### config.mk
export PLATFORM = sky130hd
export DESIGN_NAME = ima_adpcm_wav_block_decoder
export DESIGN_NICKNAME = d
export VERILOG_FILES = /design/src/sv/imadec_pkg.sv /design/src/sv/ima_adpcm_wav_block_decoder.sv
export SDC_FILE = /design/constraint.sdc
export NUM_CORES = 1
export LEC_CHECK = 0
export ABC_AREA = 1
export BUFFER_PORTS_ARGS = -buffer_cell sky130_fd_sc_hd__buf_2
export CORE_ASPECT_RATIO = 0.5
export CORE_MARGIN = 5
export CORE_UTILIZATION = 58
export CTS_CLUSTER_SIZE = 12
export DETAILED_ROUTE_END_ITERATION = 8
export PLACE_DENSITY_LB_ADDON = 0.3
export RECOVER_POWER = 25
export SYNTH_ARGS = -nofsm -noshare
export SYNTH_HDL_FRONTEND = slang
export SYNTH_SLANG_ARGS = --single-unit
### constraint.sdc
create_clock -name clk -period 12.4 [get_ports clk]
set_clock_uncertainty 0.05 [all_clocks]
set_input_delay 1.24 -clock clk [delete_from_list [all_inputs] [get_ports clk]]
set_output_delay 1.24 -clock clk [all_outputs]
set_load 0.05 [all_outputs]
### src/sv/imadec_pkg.sv
// package for the ima adpcm wav block decoder: types, tables and the decode step
`default_nettype none

package imadec_pkg;

  // limits of the block format
  localparam int MAX_CHANNELS         = 8;
  localparam int MAX_FRAMES_PER_BLOCK = 8192;
  localparam int CH_W                 = $clog2(MAX_CHANNELS);
  localparam int POS_W                = $clog2(MAX_CHANNELS * 4);
  localparam int FPB_W                = 14;
  localparam int FRM_W                = 13;
  localparam int CFG_IDX_W            = 2;
  localparam int CFG_DATA_W           = 14;
  localparam int IDX_MAX              = 88;
  localparam logic [3:0] NIB_MASK     = 4'h0F;

  // configuration register indexes
  typedef enum logic [CFG_IDX_W-1:0] {
    CFG_CHANNEL_COUNT     = 2'd0,
    CFG_FRAMES_PER_BLOCK  = 2'd1,
    CFG_LAST_BLOCK_FRAMES = 2'd2
  } cfg_reg_t;

  // one result item
  typedef struct packed {
    logic signed [15:0] sample;
    logic [CH_W-1:0]    channel;
    logic               last_of_item;
    logic               block_done;
  } res_t;

  // per-channel decoder state
  typedef struct packed {
    logic signed [15:0] pred;
    logic [6:0]         idx;
  } ima_state_t;

  // standard ima step size table
  localparam logic [14:0] STEP_TABLE [IDX_MAX+1] = '{
    15'd7, 15'd8, 15'd9, 15'd10, 15'd11, 15'd12, 15'd13, 15'd14, 15'd16, 15'd17,
    15'd19, 15'd21, 15'd23, 15'd25, 15'd28, 15'd31, 15'd34, 15'd37, 15'd41, 15'd45,
    15'd50, 15'd55, 15'd60, 15'd66, 15'd73, 15'd80, 15'd88, 15'd97, 15'd107, 15'd118,
    15'd130, 15'd143, 15'd157, 15'd173, 15'd190, 15'd209, 15'd230, 15'd253, 15'd279,
    15'd307, 15'd337, 15'd371, 15'd408, 15'd449, 15'd494, 15'd544, 15'd598, 15'd658,
    15'd724, 15'd796, 15'd876, 15'd963, 15'd1060, 15'd1166, 15'd1282, 15'd1411,
    15'd1552, 15'd1707, 15'd1878, 15'd2066, 15'd2272, 15'd2499, 15'd2749, 15'd3024,
    15'd3327, 15'd3660, 15'd4026, 15'd4428, 15'd4871, 15'd5358, 15'd5894, 15'd6484,
    15'd7132, 15'd7845, 15'd8630, 15'd9493, 15'd10442, 15'd11487, 15'd12635, 15'd13899,
    15'd15289, 15'd16818, 15'd18500, 15'd20350, 15'd22385, 15'd24623, 15'd27086,
    15'd29794, 15'd32767
  };

  // one ima adpcm nibble decode: shift-add difference, saturate, index adjust
  function automatic ima_state_t ima_step(ima_state_t st, logic [3:0] nib_in);
    logic [3:0]         nib;
    logic [6:0]         ci;
    logic [14:0]        stp;
    logic [16:0]        diff;
    logic signed [17:0] acc;
    logic signed [7:0]  ni;
    ima_state_t         r;
    nib  = nib_in & NIB_MASK;
    ci   = (st.idx > 7'(IDX_MAX)) ? 7'(IDX_MAX) : st.idx;
    stp  = STEP_TABLE[ci];
    diff = {5'd0, stp[14:3]}
         + (nib[2] ? {2'd0, stp} : 17'd0)
         + (nib[1] ? {3'd0, stp[14:1]} : 17'd0)
         + (nib[0] ? {4'd0, stp[14:2]} : 17'd0);
    if (nib[3]) begin
      acc = {{2{st.pred[15]}}, st.pred} - $signed({1'b0, diff});
    end else begin
      acc = {{2{st.pred[15]}}, st.pred} + $signed({1'b0, diff});
    end
    if (acc > 18'sd32767) begin
      r.pred = 16'sh7FFF;
    end else if (acc < -18'sd32768) begin
      r.pred = 16'sh8000;
    end else begin
      r.pred = acc[15:0];
    end
    // index moves by -1 for small codes, by 2, 4, 6, 8 for large ones
    if (nib[2]) begin
      ni = $signed({1'b0, ci}) + $signed({4'd0, nib[1:0], 1'b0}) + 8'sd2;
    end else begin
      ni = $signed({1'b0, ci}) - 8'sd1;
    end
    if (ni < 8'sd0) begin
      r.idx = 7'd0;
    end else if (ni > 8'(IDX_MAX)) begin
      r.idx = 7'(IDX_MAX);
    end else begin
      r.idx = ni[6:0];
    end
    return r;
  endfunction

endpackage

`default_nettype wire

### src/sv/ima_adpcm_wav_block_decoder.sv
// top level of the ima adpcm wav block decoder
//
// Bytes of IMA ADPCM WAV blocks enter on the in_ channel (valid/ready), one per
// item, with in_block_start on the first byte of each block and in_final_block
// on that byte when the block is the stream's last. Decoded samples leave on the
// out_ channel (valid/ready), tagged with channel, last_of_item and block_done.
// The cfg_ channel writes channel_count (0), frames_per_block (1) and
// last_block_frames (2); it is always ready and should be written between
// blocks while nothing is in flight.
// Path: a byte lands in the input register at its accepting edge; from there
// its samples are written into a four-entry result queue, whose head is
// offered on out_.
// Throughput: one byte per cycle while the queue holds two samples or fewer. A
// data byte decodes two nibbles through two chained IMA steps combinationally,
// and the out_ channel drains one sample per cycle while out_ready is high, so
// data bytes are held back by the queue, header bytes go at one per cycle.
// Reset (rst_n low at a clock edge) clears the queue, closes any open block and
// zeroes the channel states. A stalled receiver fills the queue; the block then
// holds in_ready low and keeps the byte in its input register.
`default_nettype none

module ima_adpcm_wav_block_decoder (
  input  wire                                  clk,
  input  wire                                  rst_n,
  // input byte channel
  input  wire                                  in_valid,
  output logic                                 in_ready,
  input  wire  [7:0]                           in_data_byte,
  input  wire                                  in_block_start,
  input  wire                                  in_final_block,
  // result channel
  output logic                                 out_valid,
  input  wire                                  out_ready,
  output logic signed [15:0]                   out_sample,
  output logic [imadec_pkg::CH_W-1:0]          out_channel,
  output logic                                 out_last_of_item,
  output logic                                 out_block_done,
  // configuration write channel
  input  wire                                  cfg_valid,
  output logic                                 cfg_ready,
  input  wire  [imadec_pkg::CFG_IDX_W-1:0]     cfg_index,
  input  wire  [imadec_pkg::CFG_DATA_W-1:0]    cfg_data
);
  import imadec_pkg::*;

  // configuration registers
  logic [3:0]       ch_cnt_r;
  logic [FPB_W-1:0] fpb_r;
  logic [FRM_W-1:0] lbf_r;

  // input register
  logic       inv_r;
  logic [7:0] byte_r;
  logic       bs_r;
  logic       fb_r;

  // decoder state
  logic signed [15:0] pred_r [MAX_CHANNELS];
  logic [6:0]         sidx_r [MAX_CHANNELS];
  logic [7:0]         hlow_r, hlow_nxt;
  logic [POS_W-1:0]   pos_r, pos_nxt;
  logic [FRM_W-1:0]   fl_r, fl_nxt;
  logic [3:0]         gfl_r, gfl_nxt;
  logic               hdr_r, hdr_nxt;

  // result queue
  res_t       fifo_r [4];
  logic [1:0] wp_r, rp_r;
  logic [2:0] cnt_r;

  // combinational decode
  logic             proc, pop;
  logic [3:0]       cc;
  logic [CH_W-1:0]  ccm1;
  logic [FPB_W-1:0] fpb_e, total;
  logic [FRM_W-1:0] total_m1;
  logic             hdr_e;
  logic [POS_W-1:0] pos_e, pos2;
  logic [FRM_W-1:0] fl_e;
  logic [3:0]       gfl_e, gfl2;
  logic [CH_W-1:0]  ch_sel;
  logic [1:0]       sub;
  logic [3:0]       j0, j1;
  logic             v0, v1, grp_end;
  ima_state_t       st_cur, st_a, st_b, st_new;
  logic             wr_pred, wr_idx;
  res_t             res_a, res_b;
  logic [1:0]       n_res;

  assign cfg_ready = 1'b1;
  assign proc      = inv_r && (cnt_r <= 3'd2);
  assign in_ready  = !inv_r || proc;
  assign pop       = out_valid && out_ready;

  // configuration writes
  always_ff @(posedge clk) begin
    if (!rst_n) begin
      ch_cnt_r <= 4'd1;
      fpb_r    <= 14'd1017;
      lbf_r    <= '0;
    end else if (cfg_valid && cfg_ready) begin
      unique case (cfg_index)
        CFG_CHANNEL_COUNT:     ch_cnt_r <= cfg_data[3:0];
        CFG_FRAMES_PER_BLOCK:  fpb_r    <= cfg_data[FPB_W-1:0];
        CFG_LAST_BLOCK_FRAMES: lbf_r    <= cfg_data[FRM_W-1:0];
        default: ;
      endcase
    end
  end

  // input register
  always_ff @(posedge clk) begin
    if (!rst_n) begin
      inv_r <= 1'b0;
    end else if (in_ready) begin
      inv_r <= in_valid;
    end
  end

  always_ff @(posedge clk) begin
    if (in_valid && in_ready) begin
      byte_r <= in_data_byte;
      bs_r   <= in_block_start;
      fb_r   <= in_final_block;
    end
  end

  // effective register values
  always_comb begin
    if (ch_cnt_r == 4'd0) begin
      cc = 4'd1;
    end else if (ch_cnt_r > 4'(MAX_CHANNELS)) begin
      cc = 4'(MAX_CHANNELS);
    end else begin
      cc = ch_cnt_r;
    end
    ccm1 = 3'(cc - 4'd1);
    if (fpb_r == '0) begin
      fpb_e = 14'd1;
    end else if (fpb_r > 14'(MAX_FRAMES_PER_BLOCK)) begin
      fpb_e = 14'(MAX_FRAMES_PER_BLOCK);
    end else begin
      fpb_e = fpb_r;
    end
    if (fb_r && lbf_r != '0 && {1'b0, lbf_r} < fpb_e) begin
      total = {1'b0, lbf_r};
    end else begin
      total = fpb_e;
    end
    total_m1 = 13'(total - 14'd1);
  end

  // byte decode: header parse or up to two nibble steps
  always_comb begin
    hdr_e = hdr_r;
    pos_e = pos_r;
    fl_e  = fl_r;
    gfl_e = gfl_r;
    if (bs_r) begin
      hdr_e = 1'b1;
      pos_e = '0;
      fl_e  = total_m1;
      gfl_e = '0;
    end
    hdr_nxt  = hdr_e;
    pos_nxt  = pos_e;
    fl_nxt   = fl_e;
    gfl_nxt  = gfl_e;
    hlow_nxt = hlow_r;
    wr_pred  = 1'b0;
    wr_idx   = 1'b0;
    n_res    = 2'd0;
    res_a    = '0;
    res_b    = '0;

    // data group wraps after all channels
    if (!hdr_e && {1'b0, pos_e} >= {cc, 2'b00}) begin
      pos2 = '0;
    end else begin
      pos2 = pos_e;
    end
    ch_sel = pos2[POS_W-1:2];
    sub    = pos2[1:0];
    if (pos2 == '0) begin
      gfl2 = (fl_e < 13'd8) ? fl_e[3:0] : 4'd8;
    end else begin
      gfl2 = gfl_e;
    end
    j0      = {1'b0, sub, 1'b0};
    j1      = {1'b0, sub, 1'b1};
    v0      = j0 < gfl2;
    v1      = j1 < gfl2;
    grp_end = (fl_e == {9'd0, gfl2}) && (ch_sel == ccm1);

    st_cur = '{pred: pred_r[ch_sel], idx: sidx_r[ch_sel]};
    st_a   = ima_step(st_cur, byte_r[3:0]);
    st_b   = ima_step(st_a, byte_r[7:4]);
    st_new = st_a;

    if (hdr_e) begin
      if ({1'b0, ch_sel} >= cc) begin
        // channel count shrank under an open header
        hdr_nxt = 1'b0;
        pos_nxt = '0;
      end else begin
        case (sub)
          2'd0: hlow_nxt = byte_r;
          2'd1: begin
            wr_pred     = 1'b1;
            st_new.pred = {byte_r, hlow_r};
            n_res       = 2'd1;
            res_a       = '{sample: {byte_r, hlow_r}, channel: ch_sel, last_of_item: 1'b1,
                            block_done: (fl_e == '0) && (ch_sel == ccm1)};
          end
          2'd2: begin
            wr_idx = 1'b1;
            if (byte_r[7]) begin
              st_new.idx = 7'd0;
            end else if (byte_r > 8'(IDX_MAX)) begin
              st_new.idx = 7'(IDX_MAX);
            end else begin
              st_new.idx = byte_r[6:0];
            end
          end
          default: ;
        endcase
        if (sub == 2'd3 && ch_sel == ccm1) begin
          hdr_nxt = 1'b0;
          pos_nxt = '0;
        end else begin
          pos_nxt = pos_e + 1'b1;
        end
      end
    end else if (fl_e != '0) begin
      gfl_nxt = gfl2;
      if (v0) begin
        wr_pred = 1'b1;
        wr_idx  = 1'b1;
        n_res   = 2'd1;
        res_a   = '{sample: st_a.pred, channel: ch_sel, last_of_item: !v1,
                    block_done: grp_end && (j0 == gfl2 - 4'd1)};
      end
      if (v1) begin
        st_new = st_b;
        n_res  = 2'd2;
        res_b  = '{sample: st_b.pred, channel: ch_sel, last_of_item: 1'b1,
                   block_done: grp_end && (j1 == gfl2 - 4'd1)};
      end
      if ({1'b0, pos2} == 6'({cc, 2'b00} - 6'd1)) begin
        fl_nxt  = fl_e - {9'd0, gfl2};
        pos_nxt = '0;
      end else begin
        pos_nxt = pos2 + 1'b1;
      end
    end
  end

  // decoder state update
  always_ff @(posedge clk) begin
    if (!rst_n) begin
      for (int i = 0; i < MAX_CHANNELS; i++) begin
        pred_r[i] <= '0;
        sidx_r[i] <= '0;
      end
      hlow_r <= '0;
      pos_r  <= '0;
      fl_r   <= '0;
      gfl_r  <= '0;
      hdr_r  <= 1'b0;
    end else if (proc) begin
      if (wr_pred) begin
        pred_r[ch_sel] <= st_new.pred;
      end
      if (wr_idx) begin
        sidx_r[ch_sel] <= st_new.idx;
      end
      hlow_r <= hlow_nxt;
      pos_r  <= pos_nxt;
      fl_r   <= fl_nxt;
      gfl_r  <= gfl_nxt;
      hdr_r  <= hdr_nxt;
    end
  end

  // result queue control
  always_ff @(posedge clk) begin
    if (!rst_n) begin
      wp_r  <= '0;
      rp_r  <= '0;
      cnt_r <= '0;
    end else begin
      if (proc) begin
        wp_r <= wp_r + n_res;
      end
      if (pop) begin
        rp_r <= rp_r + 2'd1;
      end
      cnt_r <= cnt_r + (proc ? {1'b0, n_res} : 3'd0) - {2'd0, pop};
    end
  end

  // result queue storage
  always_ff @(posedge clk) begin
    if (proc && n_res != 2'd0) begin
      fifo_r[wp_r] <= res_a;
    end
    if (proc && n_res == 2'd2) begin
      fifo_r[wp_r + 2'd1] <= res_b;
    end
  end

  // output side
  assign out_valid        = cnt_r != 3'd0;
  assign out_sample       = fifo_r[rp_r].sample;
  assign out_channel      = fifo_r[rp_r].channel;
  assign out_last_of_item = fifo_r[rp_r].last_of_item;
  assign out_block_done   = fifo_r[rp_r].block_done;

`ifndef SYNTH
  // queue never overfills
  a_cnt_bound: assert property (@(posedge clk) disable iff (!rst_n) cnt_r <= 3'd4)
    else $error("result queue overflow");

  // group size never above eight frames
  a_gfl_bound: assert property (@(posedge clk) disable iff (!rst_n) gfl_r <= 4'd8)
    else $error("group frame count out of range");

  // step index of the addressed channel stays within the table
  a_idx_bound: assert property (@(posedge clk) disable iff (!rst_n)
    sidx_r[ch_sel] <= 7'(IDX_MAX))
    else $error("step index out of range");

  // a two-sample byte only enters when the queue has room for both
  a_room: assert property (@(posedge clk) disable iff (!rst_n)
    proc && n_res == 2'd2 |=> cnt_r <= 3'd4 && cnt_r >= 3'd1)
    else $error("result queue lost a sample");
`endif

endmodule

`default_nettype wire
==> results.cfg <==
[outcome]
status = finished, violations left
violations = max-capacitance violations, max-slew violations, negative setup slack

[synthesis]
synthFlopType = edfxtp_1
syn_area_um2 = 27100
synth_edf_count = 278
ys_ff_latch = 350
synth_top_area_frac = 0.309
yosysTopAreaCell = edfxtp_1
synth_area_leaders = edfxtp_1 31%, nand2_1 10%, ha_1 7.1%, nor2_1 6.0%, inv_1 5.4%
yosys.cell_types.count = 67
synthesis.nets = 3795
syn_area_per_cell_um2 = 7.61
yosysWarnings = 0
yosysSeqAreaShare = 0.362
synth_cells = 3554
async_flop_share = 0

[worst_setup_path]
crit_type = reg2reg
timing.rr.end = pred_r[1][2]$_SDFFCE_PN0P_
worst_ep_required_time_ns = 12.62
crit_top_cell = nand2_1
crit_path_top_delay_cell = fa_1
endpoint_kind = flop
crit_arrival_ns = 13.11
critPathMaxFanout = 8
path_delay_family = simple AND/OR/NAND/NOR gates
r2r_slack_ns = -0.49
start_kind = flop
r2r_cells = 83
reg2reg_from = bs_r$_DFFE_PP_
crit_buf_inv = 20
cp_slowest_stage_delay_ns = 0.57

[finish]
fillCellCount = 3411
ff_latch_area_um2 = 9790
mostFrequentLayoutCells = 698 x nand2_1, 449 x buf_4, 398 x nor2_1, 353 x inv_1, 278 x edfxtp_1
diodes = 0
final_common_cell = nand2_1
drive_above_1_share = 0.231
syn2layout_area_growth_pct = 24.1
multi_input_area_um2 = 16100
layout.nets = 4241

[detailed_routing]
drc = 0
avgRoutedWirePerCell_um = 20.1
dr.pass1.iters = 7
vias_per_cell = 6.01
drt.antenna.violating_nets = 0
drt-initial-drc-count = 3730
num_vias = 28000
wirelength_um = 93400

[timing]
hold_viol = 0
fin_crit_ns = 12.89
maxSlewViolCount = 67
min_period_over_period = 1.04
setup_violations = 180
maxSlewHeadroom = -0.734
finalWorstSetupSlack_ns = -0.491
rsz0062_at_grt = true
clock.fmax_ghz = 0.0776
tightest_slew_ns = 2.60

[floorplanning]
dieArea_um2 = 51300
fp.dieW_um = 315
start_util = 0.593
core_um2 = 45600
ioPinCount = 55
die_h_um = 163
rows = 55

[clock_network]
clock_path_buffers = 3
cts_tree = yes
numClockSinks = 350
clk_latency_ns = 0.55
root_buffer = clkbuf_16
holdBufCountCts = 0
cts_buffers = 37
htree_levels = 2
cts.clk_slew.worst_paths_ns = 0.07

[place]
pre_cts_ws_ns = -0.576
io_buffers = 53
gp_congestion = 0.997
dp_hpwl_um = 65800

[min_path]
hold_class = reg2reg
whs_path_depth = 2
worst_hold_startpoint = fl_r[3]$_SDFFE_PN0P_
min_to = fl_r[3]$_SDFFE_PN0P_

[grt]
grt_pass1_vias = 26700
grt_util_met3 = 0.0863
grt_use_met1 = 0.465
grt_max_degree = 56
top_usage_layer = met2
grt_overflow = 0
grt_pass1_wl_um = 142000
grtUsageMet2 = 0.558
grt_util_all_layers = 0.346
antenna_found_initial = 2

[flow_run]
maxCapViolCount = 2
final cells by class:
type | instances | area share
sequential | 350 | 0.292
clock inverter | 7 | 0.00238
timing repair buffer | 538 | 0.123
multi-input combinational | 2636 | 0.478
clock buffer | 52 | 0.0308
inverter | 437 | 0.0501
tap | 627 | 0.0234
cells in the mapped netlist (7+ instances only):
master	number
o22ai_1	35
o211ai_1	37
nand2_2	26
o21bai_1	10
edfxtp_1	278
a21oi_1	227
a221oi_1	14
xor2_1	70
buf_1	8
clkinv_1	20
buf_2	35
nor2_4	8
nand2_1	741
dfxtp_1	72
nor2_2	21
nor2_1	434
o2111ai_1	7
nand3_1	204
inv_1	388
clkbuf_1	71
fa_1	57
nor4_1	9
or2_2	18
xnor2_1	20
ha_1	153
a22oi_1	46
o21ai_1	43
nand2_4	8
o21ai_0	273
nand4_1	36
o31ai_1	11
buf_4	14
inv_2	29
nor3_1	36
a31oi_1	10
o221ai_1	8
a211oi_1	7
worst max-delay path by stage:
stage	cells after the start	startpoint	endpoint	slack, ns
finish	83	bs_r$_DFFE_PP_	pred_r[1][2]$_SDFFCE_PN0P_	-0.49
global route	85	bs_r$_DFFE_PP_	pred_r[2][3]$_SDFFCE_PN0P_	-1.06
detailed placement	84	ch_cnt_r[1]$_SDFFE_PN0P_	pred_r[5][9]$_SDFFCE_PN0P_	-0.58
CTS	84	bs_r$_DFFE_PP_	pred_r[3][13]$_SDFFCE_PN0P_	0.02
floorplan	87	bs_r$_DFFE_PP_	pred_r[0][10]$_SDFFCE_PN0P_	0.02
global placement	81	ch_cnt_r[1]$_SDFFE_PN0P_	pred_r[4][11]$_SDFFCE_PN0P_	-0.29
metrics by stage:
step                      TNS [ns]  hold slack, ns  cell area (um^2)  std cells   util
after floorplan                  0           0.374             27200       3554      -
after global placement      -33.07           0.395             30900       4522  0.677
after detailed placement    -77.94           0.403             30900       4522  0.677
after CTS                        0           0.417             32500       4617  0.712
after global routing       -178.13           0.444             33600       4647  0.736
final                       -62.73           0.415             33600       4647  0.736
sequential cells by signal, indices dropped and copies added (netlist names), named ones only:
name	cells
ch_cnt_r	4
pos_r	5
byte_r	8
hdr_r	1
hlow_r	8
gfl_r	4
fb_r	1
wp_r	2
pred_r	128
sidx_r	56
lbf_r	13
fifo_r	84
fpb_r	14
cnt_r	3
fl_r	13
rp_r	2
inv_r	1
bs_r	1
cells by family after synthesis:
group / after synthesis / share of synthesized area
flip-flops: 350 / 0.362
adder cells (fa/ha/maj): 210 / 0.113
XOR/XNOR: 91 / 0.0297
AND/OR/NAND/NOR: 1559 / 0.245
AO/OA/AOI/OAI: 774 / 0.167
other: 1 / 0.000139
buffers and inverters: 569 / 0.0836
metal layers:
| metal | part of all wire | vias up |
|---|---|---|
| met2 | 0.45 | 1724 |
| met3 | 0.11 | 291 |
| met1 | 0.40 | 13000 |
| met5 | 0.00022 | - |
| met4 | 0.038 | 4 |
| li1 | - | 12900 |
worst min-delay path, delay by kind of cell (launching register included):
family,cells,cell delay [ns]
compound gates,1,0.05
flops,1,0.31
simple gates,1,0.06
what timing repair did:
| item | CTS | global route |
|---|---|---|
| pin swaps | 35 | 121 |
| endpoints found under the setup margin | 188 | 192 |
| gates resized for setup | 61 | 267 |
| gates cloned | 1 | 2 |
| buffers inserted | 35 | 31 |
Power is left out: the tool's default activity adds up to more than one toggle a clock period on the data nets, which glitch-free logic cannot reach.
